## src/sv/tpma_pkg.sv

```systemverilog
// Shared types and constants of the three-phase trimmed mean alarm core.
// No dependencies.
package tpma_pkg;

   localparam int WINDOW_LEN    = 5;
   localparam int TRIM_EACH_END = 1;
   localparam int KEPT          = WINDOW_LEN - 2 * TRIM_EACH_END;
   localparam int SLOT_W        = $clog2(WINDOW_LEN);
   localparam int MEM_DEPTH     = 3 * WINDOW_LEN;
   localparam int ADDR_W        = $clog2(MEM_DEPTH);
   localparam int SUM_W         = 16 + $clog2(WINDOW_LEN + 1);

   // The mean divides by the kept count through a multiply by its rounded-up
   // reciprocal, exact for every sum that fits in SUM_W bits.
   localparam int KEPT_DIV    = (KEPT > 0) ? KEPT : 1;
   localparam int MEAN_SHIFT  = SUM_W + $clog2(KEPT_DIV);
   localparam int MEAN_PROD_W = SUM_W + MEAN_SHIFT + 1;
   localparam logic [MEAN_SHIFT:0] MEAN_RECIP = (MEAN_SHIFT + 1)'(
      ((64'd1 << MEAN_SHIFT) + 64'(KEPT_DIV) - 64'd1) / 64'(KEPT_DIV));

   localparam logic [15:0] SHOWN_RESET = 16'd8888;
   localparam logic [13:0] THRESH_MAX  = 14'd9999;
   localparam logic [15:0] SCALE_MAX   = 16'hFFFF;

   localparam logic [2:0] CSR_RATIO_L1   = 3'd0;
   localparam logic [2:0] CSR_RATIO_L2   = 3'd1;
   localparam logic [2:0] CSR_RATIO_L3   = 3'd2;
   localparam logic [2:0] CSR_FLOOR      = 3'd3;
   localparam logic [2:0] CSR_CEILING    = 3'd4;
   localparam logic [2:0] CSR_REFRESH    = 3'd5;
   localparam logic [2:0] CSR_BUZZ_HALF  = 3'd6;

   localparam logic OP_TICK   = 1'b0;
   localparam logic OP_SAMPLE = 1'b1;

   typedef struct packed {
      logic        op;
      logic [23:0] raw_rms_l1;
      logic [23:0] raw_rms_l2;
      logic [23:0] raw_rms_l3;
      logic [9:0]  setpoint_adc;
   } req_type;

   typedef struct packed {
      logic [15:0] display_l1;
      logic [15:0] display_l2;
      logic [15:0] display_l3;
      logic        alarm_l1;
      logic        alarm_l2;
      logic        alarm_l3;
      logic        buzz_drive;
      logic [13:0] threshold;
   } rsp_type;

   typedef struct packed {
      logic        start;
      logic [23:0] dividend;
      logic [11:0] divisor;
   } div_cmd_type;

endpackage

```

## src/sv/three_phase_trimmed_mean_alarm_core.sv

```systemverilog
// Three-phase current monitor with trimmed-mean filter and alarm.
// A request on req_ is either a timer tick or a sample round; every request
// yields exactly one response on rsp_ with the state after that request.
// Configuration registers are to be written on csr_ by the user only while
// no request is in work; the block itself does not enforce this. A tick's
// response is registered in S_FINISH. A sample round divides the three
// readings one after another on a shared bit-serial divider and writes them
// into the ring memory; while the rings fill, the response follows the last
// divide. With full rings each ring is read through the one read port, every
// entry is ranked against the others and the kept sum is scaled by a
// reciprocal multiply, ring after ring, before the response can be taken.
// After the response is taken the core returns to idle; one request is in
// work at a time.
// The response sits in an output register; while rsp_stall is high it
// holds, and req_stall stays high until the response is taken.
// Reset is synchronous and active high; it restores the register defaults,
// shows 8888 and empties the rings. Ring contents need no clearing, since
// they are read only after every slot was written.
// Depends on tpma_pkg, tpma_divider and tpma_window_ram.
module three_phase_trimmed_mean_alarm_core
   import tpma_pkg::*;
(
   input  logic        clock,
   input  logic        reset,
   input  logic        req_valid,
   output logic        req_stall,
   input  req_type     req_data,
   output logic        rsp_valid,
   input  logic        rsp_stall,
   output rsp_type     rsp_data,
   input  logic        csr_valid,
   output logic        csr_ready,
   input  logic [2:0]  csr_index,
   input  logic [11:0] csr_wdata
);

   typedef enum logic [3:0] {
      S_IDLE, S_DIV_START, S_DIV_WAIT, S_LOAD, S_LOAD_WAIT,
      S_CMP, S_SUM, S_MEAN, S_FINISH, S_RESP
   } state_type;

   state_type    state_ff, state_in;
   req_type      req_ff, req_in;
   rsp_type      rsp_ff, rsp_in;
   logic [11:0]  ratio_ff [3];
   logic [5:0]   floor_ff, ceil_ff;
   logic [7:0]   refresh_ticks_ff;
   logic [6:0]   buzz_half_ff;
   logic [SLOT_W-1:0] slot_ff, slot_in;
   logic         full_ff, full_in;
   logic [7:0]   refresh_cnt_ff, refresh_cnt_in;
   logic [7:0]   buzz_cnt_ff, buzz_cnt_in;
   logic         buzz_ff, buzz_in;
   logic [15:0]  shown_ff [3];
   logic [15:0]  shown_in [3];
   logic [2:0]   alarm_ff, alarm_in;
   logic [13:0]  thr_ff, thr_in;
   logic [1:0]   phase_ff, phase_in;
   logic [SLOT_W-1:0] idx_ff, idx_in;
   logic [15:0]  buf_ff [WINDOW_LEN];
   logic [15:0]  buf_in [WINDOW_LEN];
   logic [SLOT_W-1:0] rank_ff, rank_in;
   logic [SLOT_W-1:0] other_ff, other_in;
   logic [SLOT_W:0]   less_ff, less_in;
   logic [SUM_W-1:0]  sum_ff, sum_in;
   logic [15:0]  mean_ff [3];
   logic [15:0]  mean_in [3];
   logic [SUM_W-1:0]  quo_ff, quo_in;
   logic [SUM_W-1:0]  rem_ff, rem_in;
   logic [13:0]  prod_ff, prod_in;
   logic [22:0]  thr_mul;
   logic [14:0]  thr_sum;
   logic [MEAN_PROD_W-1:0] mean_prod;

   div_cmd_type  div_cmd;
   logic         div_done;
   logic [15:0]  div_q;
   logic         ram_we;
   logic [ADDR_W-1:0] ram_addr;
   logic [15:0]  ram_wdata, ram_rdata;
   logic [5:0]   span;
   logic [SLOT_W:0] pos_lo, pos_hi;
   logic         prec;

   tpma_divider u_div (
      .clock    (clock),
      .reset    (reset),
      .cmd      (div_cmd),
      .done     (div_done),
      .quotient (div_q)
   );

   tpma_window_ram u_ram (
      .clock   (clock),
      .wr_en   (ram_we),
      .addr    (ram_addr),
      .wr_data (ram_wdata),
      .rd_data (ram_rdata)
   );

   assign req_stall = (state_ff != S_IDLE);
   assign rsp_valid = (state_ff == S_RESP);
   assign rsp_data  = rsp_ff;
   assign csr_ready = 1'b1;

   assign span    = (ceil_ff >= floor_ff) ? (ceil_ff - floor_ff) : 6'd0;
   assign thr_mul = 23'(req_ff.setpoint_adc) * 23'(span) * 23'd100;
   assign thr_sum = 15'(thr_mul[22:10]) + 15'(floor_ff) * 15'd100;
   assign mean_prod = MEAN_PROD_W'(rem_ff) * MEAN_PROD_W'(MEAN_RECIP);

   // Rank order with ties broken by index reproduces a stable sort.
   assign prec = (buf_ff[other_ff] < buf_ff[rank_ff]) ||
                 ((buf_ff[other_ff] == buf_ff[rank_ff]) && (other_ff < rank_ff));
   assign pos_lo = (SLOT_W+1)'(TRIM_EACH_END);
   assign pos_hi = (SLOT_W+1)'(WINDOW_LEN - TRIM_EACH_END);

   always_comb begin
      state_in       = state_ff;
      req_in         = req_ff;
      rsp_in         = rsp_ff;
      slot_in        = slot_ff;
      full_in        = full_ff;
      refresh_cnt_in = refresh_cnt_ff;
      buzz_cnt_in    = buzz_cnt_ff;
      buzz_in        = buzz_ff;
      shown_in       = shown_ff;
      alarm_in       = alarm_ff;
      thr_in         = thr_ff;
      phase_in       = phase_ff;
      idx_in         = idx_ff;
      buf_in         = buf_ff;
      rank_in        = rank_ff;
      other_in       = other_ff;
      less_in        = less_ff;
      sum_in         = sum_ff;
      mean_in        = mean_ff;
      quo_in         = quo_ff;
      rem_in         = rem_ff;
      prod_in        = prod_ff;
      div_cmd        = '0;
      ram_we         = 1'b0;
      ram_addr       = ADDR_W'(phase_ff * WINDOW_LEN) + ADDR_W'(idx_ff);
      ram_wdata      = div_q;
      case (state_ff)
         S_IDLE: begin
            if (req_valid) begin
               req_in = req_data;
               if (req_data.op == OP_TICK) begin
                  if (refresh_cnt_ff < refresh_ticks_ff) begin
                     refresh_cnt_in = refresh_cnt_ff + 8'd1;
                  end
                  if (alarm_ff != 3'd0) begin
                     buzz_cnt_in = buzz_cnt_ff + 8'd1;
                     if (buzz_cnt_in < {1'b0, buzz_half_ff}) begin
                        buzz_in = 1'b1;
                     end else if (buzz_cnt_in < {buzz_half_ff, 1'b0}) begin
                        buzz_in = 1'b0;
                     end else begin
                        buzz_cnt_in = 8'd0;
                     end
                  end else begin
                     buzz_in = 1'b0;
                  end
                  state_in = S_FINISH;
               end else begin
                  phase_in = 2'd0;
                  state_in = S_DIV_START;
               end
            end
         end
         S_DIV_START: begin
            div_cmd.start    = 1'b1;
            div_cmd.dividend = (phase_ff == 2'd0) ? req_ff.raw_rms_l1 :
                               (phase_ff == 2'd1) ? req_ff.raw_rms_l2 :
                                                    req_ff.raw_rms_l3;
            div_cmd.divisor  = ratio_ff[phase_ff];
            state_in = S_DIV_WAIT;
         end
         S_DIV_WAIT: begin
            ram_addr = ADDR_W'(phase_ff * WINDOW_LEN) + ADDR_W'(slot_ff);
            if (div_done) begin
               ram_we = 1'b1;
               if (phase_ff == 2'd2) begin
                  // The divide by 1024 keeps the upper product bits.
                  prod_in = (thr_sum > 15'(THRESH_MAX)) ? THRESH_MAX : thr_sum[13:0];
                  thr_in = prod_in;
                  if (slot_ff == SLOT_W'(WINDOW_LEN - 1)) begin
                     slot_in = '0;
                     full_in = 1'b1;
                  end else begin
                     slot_in = slot_ff + SLOT_W'(1);
                  end
                  phase_in = 2'd0;
                  idx_in   = '0;
                  if (full_ff || slot_ff == SLOT_W'(WINDOW_LEN - 1)) begin
                     state_in = S_LOAD;
                  end else begin
                     for (int p = 0; p < 3; p++) shown_in[p] = 16'd0;
                     state_in = S_FINISH;
                  end
               end else begin
                  phase_in = phase_ff + 2'd1;
                  state_in = S_DIV_START;
               end
            end
         end
         S_LOAD: begin
            state_in = S_LOAD_WAIT;
         end
         S_LOAD_WAIT: begin
            buf_in[idx_ff] = ram_rdata;
            if (idx_ff == SLOT_W'(WINDOW_LEN - 1)) begin
               rank_in  = '0;
               other_in = '0;
               less_in  = '0;
               sum_in   = '0;
               state_in = S_CMP;
            end else begin
               idx_in   = idx_ff + SLOT_W'(1);
               state_in = S_LOAD;
            end
         end
         S_CMP: begin
            less_in = less_ff + ((SLOT_W+1)'(prec));
            if (other_ff == SLOT_W'(WINDOW_LEN - 1)) begin
               if (less_in >= pos_lo && less_in < pos_hi) begin
                  sum_in = sum_ff + SUM_W'(buf_ff[rank_ff]);
               end
               less_in  = '0;
               other_in = '0;
               if (rank_ff == SLOT_W'(WINDOW_LEN - 1)) begin
                  quo_in   = '0;
                  rem_in   = sum_in;
                  state_in = S_SUM;
               end else begin
                  rank_in = rank_ff + SLOT_W'(1);
               end
            end else begin
               other_in = other_ff + SLOT_W'(1);
            end
         end
         S_SUM: begin
            if (KEPT <= 0) begin
               quo_in = '0;
            end else begin
               quo_in = SUM_W'(mean_prod >> MEAN_SHIFT);
            end
            state_in = S_MEAN;
         end
         S_MEAN: begin
            mean_in[phase_ff] = quo_ff[15:0];
            if (phase_ff == 2'd2) begin
               if (refresh_cnt_ff == refresh_ticks_ff) begin
                  shown_in[0] = mean_ff[0];
                  shown_in[1] = mean_ff[1];
                  shown_in[2] = quo_ff[15:0];
                  refresh_cnt_in = 8'd0;
               end
               alarm_in[0] = {2'b00, thr_ff} < shown_in[0];
               alarm_in[1] = {2'b00, thr_ff} < shown_in[1];
               alarm_in[2] = {2'b00, thr_ff} < shown_in[2];
               state_in = S_FINISH;
            end else begin
               phase_in = phase_ff + 2'd1;
               idx_in   = '0;
               state_in = S_LOAD;
            end
         end
         S_FINISH: begin
            rsp_in.display_l1 = shown_ff[0];
            rsp_in.display_l2 = shown_ff[1];
            rsp_in.display_l3 = shown_ff[2];
            rsp_in.alarm_l1   = alarm_ff[0];
            rsp_in.alarm_l2   = alarm_ff[1];
            rsp_in.alarm_l3   = alarm_ff[2];
            rsp_in.buzz_drive = buzz_ff;
            rsp_in.threshold  = thr_ff;
            state_in = S_RESP;
         end
         S_RESP: begin
            if (!rsp_stall) begin
               state_in = S_IDLE;
            end
         end
         default: begin
            state_in = S_IDLE;
         end
      endcase
   end

   always_ff @(posedge clock) begin
      req_ff   <= req_in;
      rsp_ff   <= rsp_in;
      phase_ff <= phase_in;
      idx_ff   <= idx_in;
      buf_ff   <= buf_in;
      rank_ff  <= rank_in;
      other_ff <= other_in;
      less_ff  <= less_in;
      sum_ff   <= sum_in;
      mean_ff  <= mean_in;
      quo_ff   <= quo_in;
      rem_ff   <= rem_in;
      prod_ff  <= prod_in;
      if (reset) begin
         state_ff         <= S_IDLE;
         ratio_ff[0]      <= 12'd728;
         ratio_ff[1]      <= 12'd1082;
         ratio_ff[2]      <= 12'd565;
         floor_ff         <= 6'd8;
         ceil_ff          <= 6'd15;
         refresh_ticks_ff <= 8'd200;
         buzz_half_ff     <= 7'd100;
         slot_ff          <= '0;
         full_ff          <= 1'b0;
         refresh_cnt_ff   <= 8'd0;
         buzz_cnt_ff      <= 8'd0;
         buzz_ff          <= 1'b0;
         shown_ff[0]      <= SHOWN_RESET;
         shown_ff[1]      <= SHOWN_RESET;
         shown_ff[2]      <= SHOWN_RESET;
         alarm_ff         <= 3'd0;
         thr_ff           <= 14'd0;
      end else begin
         state_ff       <= state_in;
         slot_ff        <= slot_in;
         full_ff        <= full_in;
         refresh_cnt_ff <= refresh_cnt_in;
         buzz_cnt_ff    <= buzz_cnt_in;
         buzz_ff        <= buzz_in;
         shown_ff       <= shown_in;
         alarm_ff       <= alarm_in;
         thr_ff         <= thr_in;
         if (csr_valid) begin
            case (csr_index)
               CSR_RATIO_L1:  ratio_ff[0]      <= csr_wdata;
               CSR_RATIO_L2:  ratio_ff[1]      <= csr_wdata;
               CSR_RATIO_L3:  ratio_ff[2]      <= csr_wdata;
               CSR_FLOOR:     floor_ff         <= csr_wdata[5:0];
               CSR_CEILING:   ceil_ff          <= csr_wdata[5:0];
               CSR_REFRESH:   refresh_ticks_ff <= csr_wdata[7:0];
               CSR_BUZZ_HALF: buzz_half_ff     <= csr_wdata[6:0];
               default: begin
               end
            endcase
         end
      end
   end

   // A request is never taken while a response is still pending.
   assert property (@(posedge clock) disable iff (reset)
      rsp_valid |-> req_stall)
      else $error("request accepted while a response is pending");

   // The shown threshold never exceeds its saturation limit.
   assert property (@(posedge clock) disable iff (reset)
      thr_ff <= THRESH_MAX)
      else $error("threshold above limit");

   // The ring write pointer stays inside the ring.
   assert property (@(posedge clock) disable iff (reset)
      slot_ff < SLOT_W'(WINDOW_LEN))
      else $error("ring slot out of range");

endmodule

```

## src/sv/tpma_divider.sv

```systemverilog
// Restoring divider, one quotient bit per cycle, saturated to 16 bits.
// Depends on tpma_pkg.
module tpma_divider
   import tpma_pkg::*;
(
   input  logic        clock,
   input  logic        reset,
   input  div_cmd_type cmd,
   output logic        done,
   output logic [15:0] quotient
);

   logic [23:0] quo_ff, quo_in;
   logic [11:0] rem_ff, rem_in;
   logic [11:0] dsr_ff, dsr_in;
   logic [4:0]  cnt_ff, cnt_in;
   logic        busy_ff, busy_in;
   logic        done_ff, done_in;
   logic [12:0] trial;

   always_comb begin
      quo_in  = quo_ff;
      rem_in  = rem_ff;
      dsr_in  = dsr_ff;
      cnt_in  = cnt_ff;
      busy_in = busy_ff;
      done_in = 1'b0;
      trial   = {rem_ff, quo_ff[23]};
      if (cmd.start) begin
         quo_in  = cmd.dividend;
         rem_in  = '0;
         dsr_in  = cmd.divisor;
         cnt_in  = 5'd0;
         busy_in = 1'b1;
      end else if (busy_ff) begin
         if (trial >= {1'b0, dsr_ff}) begin
            rem_in = 12'(trial - {1'b0, dsr_ff});
            quo_in = {quo_ff[22:0], 1'b1};
         end else begin
            rem_in = trial[11:0];
            quo_in = {quo_ff[22:0], 1'b0};
         end
         cnt_in = cnt_ff + 5'd1;
         if (cnt_ff == 5'd23) begin
            busy_in = 1'b0;
            done_in = 1'b1;
         end
      end
   end

   always_ff @(posedge clock) begin
      quo_ff <= quo_in;
      rem_ff <= rem_in;
      dsr_ff <= dsr_in;
      cnt_ff <= cnt_in;
      if (reset) begin
         busy_ff <= 1'b0;
         done_ff <= 1'b0;
      end else begin
         busy_ff <= busy_in;
         done_ff <= done_in;
      end
   end

   assign done = done_ff;
   always_comb begin
      if (dsr_ff == 12'd0 || quo_ff[23:16] != 8'd0) begin
         quotient = SCALE_MAX;
      end else begin
         quotient = quo_ff[15:0];
      end
   end

endmodule

```

## src/sv/tpma_window_ram.sv

```systemverilog
// Synchronous single-port memory holding the three phase rings.
// Depends on tpma_pkg.
module tpma_window_ram
   import tpma_pkg::*;
(
   input  logic              clock,
   input  logic              wr_en,
   input  logic [ADDR_W-1:0] addr,
   input  logic [15:0]       wr_data,
   output logic [15:0]       rd_data
);

   logic [15:0] mem [MEM_DEPTH];
   logic [15:0] rd_ff;

   always_ff @(posedge clock) begin
      if (wr_en) begin
         mem[addr] <= wr_data;
      end
      rd_ff <= mem[addr];
   end

   assign rd_data = rd_ff;

endmodule
```

## config.mk

```make
export PLATFORM = sky130hd
export DESIGN_NAME = three_phase_trimmed_mean_alarm_core
export DESIGN_NICKNAME = d
export VERILOG_FILES = /design/src/sv/tpma_pkg.sv /design/src/sv/three_phase_trimmed_mean_alarm_core.sv /design/src/sv/tpma_divider.sv /design/src/sv/tpma_window_ram.sv
export SDC_FILE = /design/constraint.sdc
export NUM_CORES = 2
export LEC_CHECK = 0
export BUFFER_PORTS_ARGS = -buffer_cell sky130_fd_sc_hd__buf_2
export CAP_MARGIN = 5
export CORE_MARGIN = 2
export CORE_UTILIZATION = 35
export CTS_CLUSTER_SIZE = 10
export DETAILED_ROUTE_END_ITERATION = 16
export SLEW_MARGIN = 10
export SYNTH_ARGS = -nofsm -noshare
export SYNTH_HDL_FRONTEND = slang
export SYNTH_HIERARCHICAL = 1
export SYNTH_SLANG_ARGS = --single-unit
```

## constraint.sdc

```tcl
create_clock -name clock -period 10.3 [get_ports clock]
set_clock_uncertainty 0.15 [all_clocks]
set_input_delay 2.06 -clock clock [delete_from_list [all_inputs] [get_ports clock]]
set_output_delay 2.06 -clock clock [all_outputs]
set_load 0.005 [all_outputs]
```

**After elaboration in Yosys (flattened, before gate mapping)**

Memory sizes are Yosys's and may differ from the RTL's. A register that Yosys moved wholly into a read port is not among the register bits.
Cells that the tools add are included.

- Reduce and logical (&&, ||, !) cells: 42
- Multiply operators: 5
- $add $sub $neg: 15
- Bitwise gates (word level): 9
- Equality and inequality tests: 41
- Order comparisons: 19
- Mux-type cells: 107

Operator list:

| kind | count |
|---|---|
| 2-to-1 mux 48 bit | 7 |
| 2-to-1 mux 16 bit | 9 |
| binary-select mux 16 bit (select 3 bit) | 2 |
| 2-to-1 mux 24 bit | 4 |
| one-hot mux 48 bit (2 select lines) | 1 |
| bitwise mux 80 bit | 1 |
| 2-to-1 mux 19 bit | 3 |
| 2-to-1 mux 8 bit | 7 |
| bitwise mux 48 bit | 1 |
| demux 16 bit (select 3 bit) | 1 |
| less-than comparator 14 x 16 -> 1 bit | 3 |
| 2-to-1 mux 12 bit | 4 |
| 2-to-1 mux 4 bit | 12 |
| one-hot mux 4 bit (10 select lines) | 1 |
| one-hot mux 19 bit (2 select lines) | 1 |
| multiplier 19 x 20 -> 37 bit, second input constant | 1 |
| 2-to-1 mux 37 bit | 1 |
| demux 16 bit (select 2 bit) | 1 |
| one-hot mux 16 bit (2 select lines) | 1 |
| 2-to-1 mux 3 bit | 10 |
| inequality test 2 bit, second input constant | 15 |
| 2-to-1 mux 1 bit | 26 |
| equality test 3 bit, second input constant | 7 |
| multiplier 16 x 5 -> 21 bit, second input constant | 1 |
| other kinds (67) | 118 |

- Bits in registers: 517
- Bits of input ports: 103
- Memories kept: 2
- Output and inout port bits: 69
- Bits in writable memories: 276

Memory list:

| name | depth | bits a word | rd ports | clocked after memory_dff | wr ports | line | text |
|---|---|---|---|---|---|---|---|
| u_ram.mem | 15 | 16 | 1 | 1 | 1 | tpma_window_ram.sv:13 | `logic [15:0] mem [MEM_DEPTH];` |
| ratio_ff | 3 | 12 | 1 | 1 | 3 | three_phase_trimmed_mean_alarm_core.sv:45 | `logic [11:0] ratio_ff [3];` |

**Logic depth before layout (Yosys ltp)**

- Depth after elaboration: 13
- Mapped depth: 43
- Mapped depth without buffers: 43

**Hierarchy**

Netlist, hierarchy kept.

By module, submodules not included:

| module | area each (um2) | cells an instance | instances |
|---|---|---|---|
| three_phase_trimmed_mean_alarm_core | 31196.2 | 2816 | 1 |
| tpma_window_ram | 9623.0 | 435 | 1 |
| tpma_divider | 3141.8 | 273 | 1 |

**Worst setup path before layout**

OpenSTA, ideal clock, no wires.

- Kind: register to register
- From: register floor_ff[1]
- To: register thr_ff[4]
- Arrival: 8.879 ns
- Stages on the path, launching flop included: 39
- Path buffers: 0
- Setup time: 0.084 ns
- Setup slack: 1.187 ns
- Cells stage by stage: dfxtp_1 inv_1 ha_1 a21o_1 a21o_1 a21o_1 a21oi_1 xor2_1 nor2_1 nand2_1 fa_1 fa_1 fa_1 inv_1 ha_1 a21o_1 a21oi_1 nor2b_1 (+3 left out) a21oi_1 xor2_1 fa_1 inv_1 ha_1 a21o_1 a21o_1 a21o_1 a21oi_1 nand2_1 a21o_1 a211oi_1 nor3_1 ha_1 o41ai_1 o311ai_1 o31a_1 o31ai_2

- Longest elaborated chain between the ends: 7
- Elaborated cells between the ends (all ways): 9

RTL lines:

| item | line | text |
|---|---|---|
| from (decl) | three_phase_trimmed_mean_alarm_core.sv:46 | `logic [5:0] floor_ff, ceil_ff;` |
| from (signal assigned) | three_phase_trimmed_mean_alarm_core.sv:339 | `CSR_FLOOR: floor_ff <= csr_wdata[5:0];` |
| subtractor 6 bit or greater-or-equal comparator 6 bit (tied branches) | three_phase_trimmed_mean_alarm_core.sv:106 | `assign span = (ceil_ff >= floor_ff) ? (ceil_ff - floor_ff) : 6'd0;` |
| 2-to-1 mux 6 bit | three_phase_trimmed_mean_alarm_core.sv:106 |  |
| multiplier 10 x 6 -> 16 bit | three_phase_trimmed_mean_alarm_core.sv:107 | `assign thr_mul = 23'(req_ff.setpoint_adc) * 23'(span) * 23'd100;` |
| multiplier 16 x 5 -> 21 bit | three_phase_trimmed_mean_alarm_core.sv:107 |  |
| adder 13 x 13 -> 14 bit * | three_phase_trimmed_mean_alarm_core.sv:108 | `assign thr_sum = 15'(thr_mul[22:10]) + 15'(floor_ff) * 15'd100;` |
| > comparator 14 bit | three_phase_trimmed_mean_alarm_core.sv:185 | `prod_in = (thr_sum > 15'(THRESH_MAX)) ? THRESH_MAX : thr_sum[13:0];` |
| 2-to-1 mux 14 bit * | three_phase_trimmed_mean_alarm_core.sv:185 |  |
| to (signal assigned) | three_phase_trimmed_mean_alarm_core.sv:333 | `thr_ff <= thr_in;` |
| to (decl) | three_phase_trimmed_mean_alarm_core.sv:57 | `logic [13:0] thr_ff, thr_in;` |

Every way passes the cells marked *; elsewhere a longest branch is shown, timed or not.
A chain may end at the register's enable or synchronous reset.

**Worst setup path after layout**

- From: register floor_ff[3]
- To: register thr_ff[1]

Same word-level chain as after synthesis.

==> flow_summary.ini <==
[routing]
routed_wl_mm = 94.2
dr.pass1.iters = 8
ant_nets = 0
drc = 0
post_drt_wl_per_cell_um = 17.4
num_vias = 26600
drt_iter0_markers = 1465
viasPerCell = 4.92

[synth]
yosysSeqAreaShare_pct = 50.8
ys_top_cells_by_area = edfxtp_1, ha_1, dfxtp_1, fa_1, inv_1
ys_ff_latch = 795
ys_warn_count = 6
ys.flop_type = edfxtp_1
synth_nets = 4142
synth-edff-count = 641
synth_top_area_cell = edfxtp_1
synth_top_area_share_pct = 43.8
syn_area_per_cell_um2 = 12.5
synthCells = 3524
async_flop_share_pct = 0
yosysUniqueCellTypes = 97
syn_area_mm2 = 0.0440

[clocking]
cts_buffers = 94
htreeDepth = 3
clkSlewWorstSetupHoldPaths_ns = 0.05
cts.sinks = 795
clockBufferDepth = 3
worstSkewPairLatency_ns = 0.72
root_buffer = clkbuf_16
cts_tree = yes

[timing]
slew_headroom_pct = 22.5
min_period_over_period_pct = 93.2
max_slew.worst_pin.slew_ns = 1.16
setup_ws_ns = 0.701
fmax_mhz = 104
rsz0062_at_grt = no
finalSetupViolations = 0
fin_setup_tns_ns = 0
post-route-min-period_ns = 9.60
slew_viol_final = 0
finalHoldViolCount = 0

[critical_path]
cpMaxStageDelayCell = fa_1
critPathArrivalTime_ns = 9.97
endpoint_kind = register
critPathMaxStageDelay_ns = 0.54
crit_path_start_kind = register
worstPathMaxFanout = 10
worstSetupPathType = reg -> reg
worstPathRequired_ns = 10.67

[status]
run_status = finished, final reports clean

[final_layout]
layout-drive-gt1-share_pct = 13.1
fillers = 11800
multi_input_area_mm2 = 0.0200
layout.nets = 4314
synthToLayoutAreaGrowth_pct = 12.9
final_cell_area_mm2 = 0.0496
seq_area_mm2 = 0.0223
layoutNonFillerInstCount = 5413

[grt]
met2_usage_pct = 24.5
grt_antenna_before_repair = 4
grt_max_degree = 71
grt_pass1_wl_mm = 150
grt_usage_pct = 14.8
grt_overflow_total = 0
top_usage_layer = met2
grt_pass1_vias = 27000
grt_use_met3_pct = 2.64
met1_usage_pct = 20.1

[floorplan]
core_area_mm2 = 0.125
die-area_mm2 = 0.128
initial_core_util_pct = 35.1
boundaryPins = 172
dieHeight_um = 358
std_cell_rows = 130
die_x_um = 358

[worst_hold_path]
hold_path_class = reg -> reg

[placed_design]
detailed_place_hpwl_mm = 68.2
pre_cts_slack_ns = 0.174
place_area_mm2 = 0.0467
io_buffers = 170
placed_cells = 5249
place_congestion = 0.842

[job]
drv_cap = 0
placed cells by master, fill, tap and decap left out, drive strengths merged, types with 14 or more instances in the layout:
cell	netlist	routed
o21ai	88	88
nor2b	20	20
ha	364	364
fa	151	151
edfxtp	641	641
a21oi	179	179
a21o	49	49
and2	92	92
and3	15	15
nand4	22	22
nand2	206	206
o211ai	35	35
mux2i	120	120
clkbuf	88	148
a211oi	14	14
a221o	17	17
a22o	38	38
nand2b	27	27
nor2	271	271
mux2	39	39
dfxtp	154	154
inv	338	340
xnor2	52	52
o21a	40	40
or2	23	23
nor3	58	58
nor4	17	17
buf	35	199
nand3	58	58
xor2	47	47
mux4	65	65
per-stage QoR:
step / hold WS [ns] / util (%)
final: 0.272 / 39.7
after detailed placement: 0.275 / 37.3
after global routing: 0.289 / 39.7
after floorplan: 0.259 / -
after CTS: 0.272 / 39.6
after global placement: 0.275 / 37.3
layer usage:
layer  part of all wire [%]  up-vias
li1                       -    13100
met3                    4.4      120
met2                     47      492
met1                     47    12900
met4                    1.9        2
met5                  0.016        -
cells in the mapped netlist (all sizes together) (20+ instances only):
master  number
edfxtp     641
o21ai       88
clkbuf      88
nand2b      27
a21oi      179
nor2       271
buf         35
mux2i      120
nand2      206
nor2b       20
fa         151
nand4       22
xnor2       52
xor2        47
o21a        40
inv        338
mux2        39
dfxtp      154
or2         23
a21o        49
nand3       58
a22o        38
o211ai      35
ha         364
mux4        65
and2        92
nor3        58
flip-flops by register name, indices dropped and copies added (netlist names), 24 cells and up, named ones only:
name	cells
rsp_data	66
ratio_ff	36
u_ram/mem	240
shown_ff	48
u_div/quo_ff	24
req_ff	82
mean_ff	32
buf_ff	80
final timing paths:
kind,startpoint,endpoint,slack (ns),cells after the start
setup reg to reg,floor_ff[3]$_SDFFE_PP1P_,thr_ff[1]$_SDFFE_PP0P_,0.70,37
hold / removal,shown_ff[33]$_SDFFE_PP0P_,rsp_data[51]$_DFFE_PP_,0.27,0
setup / recovery,floor_ff[3]$_SDFFE_PP1P_,thr_ff[1]$_SDFFE_PP0P_,0.70,37
hold reg to reg,shown_ff[33]$_SDFFE_PP0P_,rsp_data[51]$_DFFE_PP_,0.27,0
worst max-delay path: cells and delay by family, from the launching register on:
| family | cells | cell delay [ns] |
|---|---|---|
| AO/OA/AOI/OAI | 12 | 2.47 |
| XOR/XNOR | 3 | 0.47 |
| adder cells (fa/ha/maj) | 10 | 3.93 |
| buffers and inverters | 6 | 0.34 |
| flip-flops | 1 | 0.46 |
| AND/OR/NAND/NOR | 6 | 1.59 |
layout make-up:
class / count / area share (%)
sequential: 795 / 45.0
multi-input combinational: 2266 / 40.3
clock buffer: 148 / 5.35
tap: 1650 / 4.16
inverter: 340 / 2.58
timing repair buffer: 199 / 2.16
clock inverter: 13 / 0.474
antenna: 2 / 0.0101
timing repair:
item,in CTS,in global routing
setup buffers,0,1
resized for setup,0,15
hold buffers,0,0
endpoints found under the setup margin,0,14
logic make-up after synthesis:
family                     share of synthesized area, %
muxes                                              7.33
other                                           0.00853
xor gates and xnor gates                           1.97
adders and majority gates                          17.2
and+or+nand+nor                                    9.28
buffers and inverters                              4.20
DFF                                                50.8
AOI/OAI and AO/OA                                  9.17
Power is not shown: default switching activity piles up to over one toggle a cycle in this logic, so the estimate is an artifact.
